`config.mk`:
```
export PLATFORM = sky130hd
export DESIGN_NAME = dld_unpack
export DESIGN_NICKNAME = d
export VERILOG_FILES = /design/src/sv/dld_pkg.sv /design/src/sv/dld_unpack.sv
export SDC_FILE = /design/constraint.sdc
export NUM_CORES = 1
export LEC_CHECK = 0
export BUFFER_PORTS_ARGS = -buffer_cell sky130_fd_sc_hd__buf_4
export CAP_MARGIN = 25
export CORE_AREA = 2 2 299 301
export CTS_CLUSTER_DIAMETER = 150
export DETAILED_ROUTE_END_ITERATION = 16
export DIE_AREA = 0 0 301 303
export GPL_TIMING_DRIVEN = 0
export PLACE_DENSITY = 0.37
export REMOVE_ABC_BUFFERS = 1
export SETUP_SLACK_MARGIN = 0.4
export SLEW_MARGIN = 10
export SYNTH_ARGS = -nofsm -noshare
export SYNTH_HDL_FRONTEND = slang
export SYNTH_SLANG_ARGS = --single-unit
```
`constraint.sdc`:
```
create_clock -name i_clk -period 13.2 [get_ports i_clk]
set_input_delay 1.32 -clock i_clk [delete_from_list [all_inputs] [get_ports i_clk]]
set_output_delay 1.32 -clock i_clk [all_outputs]
set_load 0.03 [all_outputs]
```
`src/sv/dld_pkg.sv`:
```
// Shared types and helpers for the dual-lane binary64 divider.
// Used by every stage module and the top level; no dependencies.
package dld_pkg;

    localparam int unsigned FracW   = 52;
    localparam int unsigned ExpW    = 11;
    localparam int unsigned EW      = 13;   // internal signed exponent
    localparam int unsigned QW      = 56;   // 53 significant + 3 extra bits
    localparam int unsigned BitsPerStep = 2;
    localparam int unsigned NumSteps    = QW / BitsPerStep;

    localparam logic [63:0]   QNAN    = 64'h7FF8_0000_0000_0000;
    localparam logic [ExpW-1:0] EXP_MAX = 11'h7FF;
    localparam logic signed [EW-1:0] EXP_BIAS = 13'sd1023;
    localparam logic signed [EW-1:0] EXP_TOP  = 13'sd2047;

    typedef struct packed {
        logic                  spec;   // result already decided
        logic [63:0]           res;    // decided result bits
        logic                  sign;
        logic signed [EW-1:0]  e;
        logic [5:0]            lza;
        logic [5:0]            lzb;
        logic [54:0]           rem;    // partial remainder (dividend at entry)
        logic [52:0]           mb;     // divisor significand
        logic [QW-1:0]         q;
        logic                  stk;
    } t_lane;

    typedef struct packed {
        t_lane lo;
        t_lane hi;
        logic  last;
    } t_item;

    // leading zeros of a 53-bit significand (53 when zero)
    function automatic logic [5:0] lzc53(input logic [52:0] m);
        logic [5:0] n;
        n = 6'd53;
        for (int i = 0; i < 53; i++) begin
            if (m[i]) n = 6'(52 - i);
        end
        return n;
    endfunction

endpackage

```
`src/sv/dld_unpack.sv`:
```
// Stage 1: operand classification, special results and leading-zero count.
// Depends on dld_pkg.
module dld_unpack import dld_pkg::*; (
    input  logic        i_clk,
    input  logic        i_rst_n,
    input  logic        i_vld,
    input  logic [63:0] i_a_lo,
    input  logic [63:0] i_a_hi,
    input  logic [63:0] i_b_lo,
    input  logic [63:0] i_b_hi,
    input  logic        i_last,
    output logic        o_rdy,
    output logic        o_vld,
    output t_item       o_dat,
    input  logic        i_rdy
);
    logic  r_vld;
    t_item r_dat;
    t_item n_dat;

    function automatic t_lane unpack(input logic [63:0] a, input logic [63:0] b);
        t_lane l;
        logic [ExpW-1:0] ea, eb;
        logic a_nan, b_nan, a_inf, b_inf, a_zero, b_zero, s;
        logic [63:0] inf_bits;
        ea = a[62:52];
        eb = b[62:52];
        s  = a[63] ^ b[63];
        a_nan  = (ea == EXP_MAX) && (a[51:0] != '0);
        b_nan  = (eb == EXP_MAX) && (b[51:0] != '0);
        a_inf  = (ea == EXP_MAX) && (a[51:0] == '0);
        b_inf  = (eb == EXP_MAX) && (b[51:0] == '0);
        a_zero = (ea == '0) && (a[51:0] == '0);
        b_zero = (eb == '0) && (b[51:0] == '0);
        inf_bits = {s, EXP_MAX, 52'd0};
        l = '0;
        l.sign = s;
        l.spec = 1'b1;
        if (a_nan || b_nan)  l.res = QNAN;
        else if (a_inf)      l.res = b_inf ? QNAN : inf_bits;
        else if (b_inf)      l.res = {s, 63'd0};
        else if (a_zero)     l.res = b_zero ? QNAN : {s, 63'd0};
        else if (b_zero)     l.res = inf_bits;
        else                 l.spec = 1'b0;
        l.rem = {2'b00, (ea != '0), a[51:0]};
        l.mb  = {(eb != '0), b[51:0]};
        l.lza = (ea != '0) ? 6'd0 : lzc53({1'b0, a[51:0]});
        l.lzb = (eb != '0) ? 6'd0 : lzc53({1'b0, b[51:0]});
        l.e = EW'(signed'({2'b00, (ea == '0) ? 11'd1 : ea}))
            - EW'(signed'({2'b00, (eb == '0) ? 11'd1 : eb})) + EXP_BIAS;
        return l;
    endfunction

    always_comb begin
        n_dat.lo   = unpack(i_a_lo, i_b_lo);
        n_dat.hi   = unpack(i_a_hi, i_b_hi);
        n_dat.last = i_last;
    end

    assign o_rdy = !r_vld || i_rdy;
    assign o_vld = r_vld;
    assign o_dat = r_dat;

    always_ff @(posedge i_clk) begin
        if (!i_rst_n) begin
            r_vld <= 1'b0;
        end else if (o_rdy) begin
            r_vld <= i_vld;
        end
        if (o_rdy && i_vld) begin
            r_dat <= n_dat;
        end
    end
endmodule

```
==> flow_summary_export.csv, run 1 <==
group,metric,value,unit
pwr,swShare,31.65,%
clock_tree,hold_buffers,0,
route,drcViolationCount,0,
grt,grt_antenna_before_repair,12,
grt,grt_pass1_vias,10900,
place,hpwl,50740,um
route,antenna_left,0,
place,gp_congestion,0.8400,
place,numPortBuffers,555,
floorplan,rows,109,
pwr,p_seq_share,39.8,%
floorplan,die_y,303,um
yosys,synth-edff-count,273,
pwr,ir_worst_vdd,0.07822,mV
sta,min_period,4.425,ns
clock_tree,clock-sinks,274,
sta,fin_crit_sh,33.52,%
pwr,power.density_cell_area,130.2,nW/um2
route,vias,11490,
cells_and_area,layout.nets,2094,
floorplan,chipWidth,301,um
yosys,synth_cells,1249,
worst_setup_path,startpoint_type,"input pin",
grt,grt_pass1_wl,80630,um
clock_tree,cts_made_buffers,38,
floorplan,coreArea,87970,um2
floorplan,dieArea,91200,um2
flow_run,drv_cap,0,
clock_tree,cts_setup_buffers,0,
grt,grt_max_degree,59,
cells_and_area,layout-drive-gt1-share,34.13,%
yosys,yosys.area.top_type,"edfxtp_1",
yosys,avgSynthCellArea,11.47,um2
clock_tree,htreeDepth,2,
sta,finalHoldViolations,0,
pwr,p_clk_share,38.7,%
worst_setup_path,cp-end-kind,"register",
clock_tree,tritoncts,"yes",
pwr,p_comb_share,21.5,%
cells_and_area,area_growth,41.22,%
grt,grt.total_usage,12.40,%
yosys,yosys-top-cells-count,"edfxtp_1, buf_4, nor2_1",
worst_setup_path,cp.required,13.50,ns
yosys,yosys_register_bits,274,
run_status,status,"finished, final reports clean",
floorplan,pin_count,776,
grt,grt_overflow,0,
floorplan,initial_core_util,16.28,%
yosys,async_flop_share,0,%
sta,skew,0.02039,ns
clock_tree,cts_buffer_depth,3,
clock_tree,clk_pin_slew,0.06,ns
worst_setup_path,crit_type,"in -> reg",
yosys,synth_area,14320,um2
clock_tree,clk_latency,0.57,ns
route,first_iter_violations,657,
cells_and_area,fin_util,22.99,%
yosys,yosysMostFrequentCell,"edfxtp_1",
sta,slew_headroom,32.67,%
pwr,internal-power,1799,uW
sta,drv_slew,0,
sta,max_freq,226.0,MHz
worst_setup_path,cp_max_fo,6,
yosys,ys_seq_area_share,57.38,%
clock_tree,cts_root_buf,"clkbuf_16",
worst_setup_path,critPathArrivalTime,4.73,ns
yosys,ys_top_cells_by_area,"edfxtp_1, buf_4, nor2_1, nor4_1, nor3_1",
route,wl_per_cell,20.24,um
sta,holdWs,0.7224,ns
min_path,hp-class,"reg -> reg",
route,wl,60730,um
yosys,ys.flop_type,"edfxtp_1",
sta,setup_viol,0,
route,drt-pass1-iter-count,5,
pwr,leakage,0.008261,uW
clock_tree,cts_resized,0,
sta,rsz0062_at_grt,"false",
sta,fin_tns_setup,0,ns
yosys,synth_cell_types,65,
yosys,synth_top_area_share,57.24,%
sta,worstMarginPinSlew,1.001,ns
yosys,yosys_warnings,0,
route,via_per_inst,3.830,
pwr,power.switching,833.2,uW
[through the flow]
step	setup slack (ns)	cell area [um2]	total power (uW)	std cells
floorplan	4.651	13260	1389	1206
detailed placement	8.142	19010	1638	2932
finish	8.775	20230	2633	3001
global placement	1.056	18880	1652	2926
CTS	8.773	20220	2691	2999
global route	8.561	20220	2749	2999
[state kept, by name (all words and copies together) (netlist names)]
register,flops
o_vld,1
o_dat,273
[power by group through the flow]
stage               logic (uW)  registers, uW  clock network (uW)
floorplan                  193           1200                   0
global placement           563           1090                   0
detailed placement         571           1070                   0
CTS                        572           1050                1070
global route               602           1050                1090
finish                     565           1050                1020
[area by class of cell]
cell class | instances | area [um2]
multi-input cells | 868 | 4805
clock buffers | 45 | 977.2
clock inverters | 22 | 229.0
inverters | 64 | 240.2
diodes | 2 | 5.005
repair buffers | 561 | 4294
well taps | 1165 | 1458
flip-flops and latches | 274 | 8218
fillers | 9523 | 67740
[kinds of logic after synthesis]
family                     count (synthesis)  share of synthesized area, %
buffers and inverters                    326                         14.83
and+or+nand+nor                          393                         14.03
other                                      1                       0.02618
AOI/OAI and AO/OA                        192                         9.077
xor gates and xnor gates                  35                         2.140
muxes                                      2                        0.1398
DFF                                      274                         57.38
adders and majority gates                 26                         2.376
[layout by cell type (no fill, tap or decap), types with 8 or more instances in the layout]
cell	count
xor2_1	22
nor2_1	121
nor4_1	63
a21boi_0	8
nand2_1	42
a31oi_1	8
a211oi_1	16
o21bai_1	8
clkbuf_16	38
xnor2_1	13
a21oi_1	51
inv_1	64
o31ai_1	9
nor3_1	61
edfxtp_1	273
ha_1	24
nand4_1	21
buf_4	555
or4_1	16
nand2b_1	16
nand3_1	20
conb_1	220
clkinv_1	8
o21ai_0	34
[critical path, cell delays in order]
cell      delay, ns
buf_4          0.13
nor4_1         0.41
nand3_1        0.48
nand2b_1       0.21
ha_1           0.26
nor2b_4        0.06
o2111a_2       0.27
a211oi_4       0.33
nor3_1         0.10
a311oi_2       0.41
nand2_2        0.14
o41a_1         0.44
xor2_1         0.15
[final timing paths]
| kind | to | cells after the start | startpoint | slack, ns |
|---|---|---|---|---|
| worst max-delay path | o_dat[445] | 13 | i_b_lo[55] | 8.78 |
| worst min-delay path | o_vld | 2 | o_vld | 0.72 |
| worst max register to register | o_dat[169] | 5 | o_vld | 10.80 |
| worst min register to register | o_vld | 2 | o_vld | 0.72 |
[routing by layer]
layer	routed length [um]	track usage, %	vias up	share of wire, %
li1	-	-	5301	-
met1	21870	13.32	5509	36
met2	31390	22.74	590	52
met3	6119	4.690	78	10
met4	1243	3.151	16	2.0
met5	113	0	-	0.19
Power figures use the tool's default switching activity.
==> run 2, diff against run 1 <==
==> constraint.sdc (replaced) <==
create_clock -name i_clk -period 4.1 [get_ports i_clk]
set_input_delay 0.41 -clock i_clk [delete_from_list [all_inputs] [get_ports i_clk]]
set_output_delay 0.41 -clock i_clk [all_outputs]
set_load 0.03 [all_outputs]
==> run 2 against run 1 <==
Clock-buffer cell count unchanged. Routed wire length grew 0.62%. Cell count up 1.9%. Critical endpoint unchanged. Flip-flop and latch count did not move. Register-to-register slack worse by 9.1 ns. Critical path depth stayed put. Via count is 2.3% higher. Clock skew fell by 0.00065 ns. Design area increased by 2.9%.
==> flow_summary_export.csv, run 2 (synthesis gave the netlist of run 1 again) <==
group,metric,value,unit
run_status,status,"finished, final reports clean",
place,place_ws,-0.04811,ns
route,via_per_inst,3.846,
cells_and_area,largest_reg_flops,273,
sta,holdWs,0.05151,ns
pwr,power.density_cell_area,409.9,nW/um2
floorplan,chipWidth,301,um
floorplan,die_y,303,um
floorplan,dieArea,91200,um2
clock_tree,clk_latency,0.57,ns
cells_and_area,num-fill-cells,9480,
clock_tree,clock-sinks,274,
sta,rsz0062_at_grt,"false",
cells_and_area,regArea,8218,um2
clock_tree,cts_made_buffers,38,
clock_tree,htreeDepth,2,
pwr,ir_worst_vdd,0.2521,mV
worst_setup_path,path_buf_inv,1,
sta,worstMarginPinSlew,1.022,ns
floorplan,pin_count,776,
grt,grt_pass1_vias,11180,
clock_tree,clk_pin_slew,0.05,ns
pwr,leakage,0.008501,uW
worst_setup_path,reg2reg_depth,5,
sta,min_period,3.465,ns
clock_tree,tritoncts,"yes",
min_path,worstHoldPathCells,1,
floorplan,rows,109,
route,drcViolationCount,0,
worst_setup_path,crit_cells,13,
worst_setup_path,r2r_end,"o_dat[169]",
sta,setup_viol,0,
cells_and_area,multi_input_area,4811,um2
route,wl_per_cell,19.98,um
worst_setup_path,cp_top_family,"compound AO/OA/AOI/OAI gates",
route,first_iter_violations,572,
worst_setup_path,cp-end-kind,"register",
worst_setup_path,crit_chain,"buf_4 > nor4_1 > nand3_1 > nand2b_1 > ha_1 > nor2b_4 > o2111a_2 > a211oi_4 > nor3_1 > a311oi_2 > nand2_2 > o41a_1 > xor2_1",
sta,max_freq,288.6,MHz
worst_setup_path,crit_type,"in -> reg",
worst_setup_path,worstSetupStartpoint,"i_b_lo[55]",
sta,finalHoldViolations,0,
worst_setup_path,cp_max_fo,6,
cells_and_area,fin_area,20800,um2
place,post-place-cells,2932,
worst_setup_path,worstSetupEndpoint,"o_dat[445]",
grt,grt_overflow,0,
sta,fin_tns_setup,0,ns
grt,grt_pass1_wl,81390,um
route,vias,11760,
clock_tree,cts_buffer_depth,3,
route,wl,61110,um
cells_and_area,final_cell_count_no_fill,3058,
route,antenna_left,0,
grt,grt_antenna_before_repair,11,
worst_setup_path,rrSetupSlack,1.70,ns
worst_setup_path,worst_path_largest_cell_delay,0.45,ns
place,gp_congestion,0.8400,
route,drt-pass1-iter-count,5,
cells_and_area,final_common_cell,"buf_4",
flow_run,drv_cap,0,
min_path,hp-class,"in -> reg",
sta,drv_slew,0,
clock_tree,cts_setup_buffers,0,
worst_setup_path,rr_startpoint,"o_vld",
worst_setup_path,cp.required,4.40,ns
sta,slew_headroom,31.00,%
worst_setup_path,startpoint_type,"input pin",
sta,fin_crit_sh,84.50,%
cells_and_area,area_growth,45.24,%
place,placed_cell_area,19010,um2
cells_and_area,final_cell_mix,"buf_4, edfxtp_1, conb_1",
sta,skew,0.01974,ns
worst_setup_path,critPathArrivalTime,3.76,ns
grt,grt.total_usage,12.47,%
place,hpwl,50740,um
grt,grt_max_degree,59,
cells_and_area,layout.nets,2151,
worst_setup_path,crit_path_top_delay_cell,"nand3_1",
cells_and_area,layout-drive-gt1-share,33.16,%
place,numPortBuffers,555,
floorplan,initial_core_util,16.28,%
clock_tree,cts_root_buf,"clkbuf_16",
sta,setup_ws,0.6354,ns
floorplan,coreArea,87970,um2
run 2: power by group:
part / switching, uW / leakage (uW) / internal [uW]
registers: 60.6 / 0.00265 / 3310
logic: 1270 / 0.00526 / 605
clock network: 1370 / 0.000588 / 1910
run 2: cell type report:
cell class	instances	area share [%]
inverters	64	1.155
well taps	1165	7.007
clock inverters	22	1.101
clock buffers	45	4.697
multi-input cells	868	23.13
diodes	2	0.02406
repair buffers	618	23.39
flip-flops and latches	274	39.50
run 2: repair_timing:
item | CTS | global route
endpoints found under the hold margin | 57 | 0
hold buffers | 57 | 0
gates resized for setup | 0 | 1
setup endpoints to repair | 0 | 3
run 2: how the worst min path moves through the flow:
stage                from         end  slack (ns)
5_1_grt         i_a_lo[7]  o_dat[374]        0.01
3_3_place_gp       i_last    o_dat[0]        0.59
3_5_place_dp       i_last    o_dat[0]        0.60
6_report       i_a_hi[16]  o_dat[127]        0.05
2_1_floorplan      i_last    o_dat[0]        0.51
4_1_cts        i_a_hi[38]  o_dat[149]      0.0006
run 2: layer usage:
layer / global-route usage, % / wire length [um] / vias up
met5: 0 / 100 / -
met4: 3.542 / 1471 / 14
met3: 4.597 / 6033 / 87
met2: 22.72 / 31270 / 605
met1: 13.45 / 22240 / 5628
li1: - / - / 5428
run 2: metrics by stage:
stage | total power [uW] | utilization [%]
2_1_floorplan | 4473 | -
3_3_place_gp | 5317 | 21.47
3_5_place_dp | 5273 | 21.62
4_1_cts | 8712 | 23.64
5_1_grt | 8901 | 23.65
6_report | 8527 | 23.65
==> run 3, diff against run 2 <==
==> constraint.sdc (replaced) <==
create_clock -name i_clk -period 3.5 [get_ports i_clk]
set_input_delay 0.35 -clock i_clk [delete_from_list [all_inputs] [get_ports i_clk]]
set_output_delay 0.35 -clock i_clk [all_outputs]
set_load 0.03 [all_outputs]
==> run 3 against run 2 <==
Power is 19% higher. Register-to-register slack worse by 0.61 ns. Cell count up 5.0%. First-iteration DRC count grew 5.9%. Die area unchanged. Sequential share of layout area is 2.8 points lower. Worst setup slack got worse by 0.15 ns. Routed wire length up 1.4%. Critical path type unchanged. Largest cell class unchanged. Worst hold slack better by 0.0017 ns. Design area increased by 7.6%. Clock-buffer cell count unchanged. Critical endpoint is now o_dat[167]. Clock power rose by 17%.
==> flow_summary_export.csv, run 3 (synthesis gave the netlist of run 1 again) <==
group,metric,value,unit
floorplan,dieArea,91200,um2
sta,drv_slew,0,
route,drt-pass1-iter-count,5,
worst_setup_path,worstSetupEndpoint,"o_dat[167]",
worst_setup_path,startpoint_type,"input pin",
clock_tree,cts_buffer_depth,3,
pwr,power.switching,3207,uW
worst_setup_path,crit_type,"in -> reg",
pwr,leakage,0.009156,uW
floorplan,die_y,303,um
cells_and_area,layout.nets,2305,
clock_tree,cts_made_buffers,38,
clock_tree,clk_pin_slew,0.06,ns
clock_tree,clock-sinks,274,
worst_setup_path,reg2reg_depth,5,
worst_setup_path,cp.required,3.76,ns
place,numPortBuffers,555,
route,wl,61960,um
route,antenna_left,0,
place,gp_congestion,0.8400,
worst_setup_path,rr_startpoint,"o_vld",
cells_and_area,final_common_cell,"buf_4",
grt,grt_antenna_before_repair,9,
place,hpwl,50740,um
sta,slew_headroom,17.45,%
sta,min_period,3.016,ns
pwr,power.density_cell_area,453.5,nW/um2
worst_setup_path,critPathArrivalTime,3.28,ns
grt,grt_overflow,0,
flow_run,drv_cap,0,
place,place_ws,-0.5881,ns
floorplan,chipWidth,301,um
cells_and_area,num-fill-cells,9395,
sta,fin_crit_sh,86.16,%
pwr,swShare,31.60,%
cells_and_area,regArea,8218,um2
sta,finalHoldViolations,0,
run_status,status,"finished, final reports clean",
cells_and_area,layout-drive-gt1-share,31.39,%
sta,setup_viol,0,
pwr,ir_worst_vdd,0.2969,mV
cells_and_area,final_cell_mix,"buf_4, edfxtp_1, conb_1",
floorplan,coreArea,87970,um2
worst_setup_path,cp-end-kind,"register",
worst_setup_path,rrSetupSlack,1.09,ns
worst_setup_path,worstSetupStartpoint,"i_b_hi[1]",
sta,skew,0.02030,ns
sta,rsz0062_at_grt,"true",
cells_and_area,area_growth,56.27,%
route,drcViolationCount,0,
cells_and_area,largest_reg_flops,273,
grt,grt_max_degree,59,
route,first_iter_violations,606,
clock_tree,htreeDepth,2,
cells_and_area,multi_input_area,4866,um2
sta,max_freq,331.6,MHz
pwr,p_clk_share,37.9,%
sta,setup_ws,0.4843,ns
route,vias,12290,
grt,grt.total_usage,12.68,%
floorplan,initial_core_util,16.28,%
grt,grt_pass1_vias,11810,
pwr,p_seq_share,38.9,%
route,via_per_inst,3.827,
worst_setup_path,r2r_end,"o_dat[170]",
clock_tree,clk_latency,0.57,ns
clock_tree,tritoncts,"yes",
sta,worstMarginPinSlew,1.223,ns
worst_setup_path,cp_max_fo,4,
route,wl_per_cell,19.30,um
pwr,total_power,10150,uW
min_path,hp-class,"in -> reg",
grt,grt_pass1_wl,83650,um
floorplan,rows,109,
clock_tree,cts_root_buf,"clkbuf_16",
pwr,p_comb_share,23.2,%
pwr,internal-power,6942,uW
floorplan,pin_count,776,
run 3: cell count changes in the layout (fill, tap and decap cells not counted), sizes merged:
cell	delta
buf	+6
diode	-1
dlygate4sd3	+148
run 3: power by group through the flow:
| stage | combinational [uW] | sequential, uW | clock, uW |
|---|---|---|---|
| 5_1_grt | 2500 | 3970 | 4130 |
| 6_report | 2350 | 3950 | 3850 |
| 3_5_place_dp | 2150 | 4020 | 0 |
| 2_1_floorplan | 729 | 4510 | 0 |
| 4_1_cts | 2360 | 3960 | 4030 |
| 3_3_place_gp | 2120 | 4100 | 0 |
run 3: through the flow:
step           cells  utilization [%]  area, um2  hold WS, ns  setup TNS [ns]
6_report        3211            25.44      22380      0.05321               0
3_3_place_gp    2926            21.47      18880       0.5331        -2082.79
3_5_place_dp    2932            21.62      19010       0.5397          -3.435
4_1_cts         3205            25.35      22300    0.0007206               0
5_1_grt         3210            25.44      22380      0.01076               0
2_1_floorplan   1206                -      13260       0.4489        -1129.39
run 3: worst min-delay path by stage:
stage	slack, ns	end	start	depth (start not counted)
2_1_floorplan	0.45	o_dat[0]	i_last	0
3_3_place_gp	0.53	o_dat[0]	i_last	1
3_5_place_dp	0.54	o_dat[0]	i_last	1
4_1_cts	0.0007	o_dat[363]	i_b_lo[49]	1
5_1_grt	0.01	o_dat[363]	i_b_lo[49]	1
6_report	0.05	o_dat[363]	i_b_lo[49]	1
run 3: repair_timing:
action                                  4_1_cts  5_1_grt
gates resized for setup                       5        8
pin swaps                                     2        4
endpoints found under the setup margin        6        7
gates cloned                                  0        0
hold buffers                                204        1
setup buffers                                 2        4
hold endpoints to repair                    203        1
run 3: worst max-delay path, stage by stage:
cell	delay [ns]
dlygate4sd3_1	0.57
buf_4	0.17
nor2_1	0.12
o31ai_1	0.09
a211oi_1	0.26
nor3_1	0.09
o31ai_1	0.21
a2111oi_0	0.13
o311ai_0	1.01
a2111oi_1	0.28
run 3: final cells by class:
class	count	area share, %
timing repair buffer	772	28.56
antenna	1	0.01118
clock buffer	45	4.366
clock inverter	22	1.023
inverter	64	1.073
multi-input combinational	868	21.74
sequential	274	36.72
tap	1165	6.513
run 3: metal layers:
layer  GRT usage (%)  up-vias  share of wire (%)
met4           3.447       14                2.3
li1                -     5725                  -
met3           4.132       94                8.7
met1           13.96     5844                 38
met2           23.26      612                 51
met5               0        -               0.14
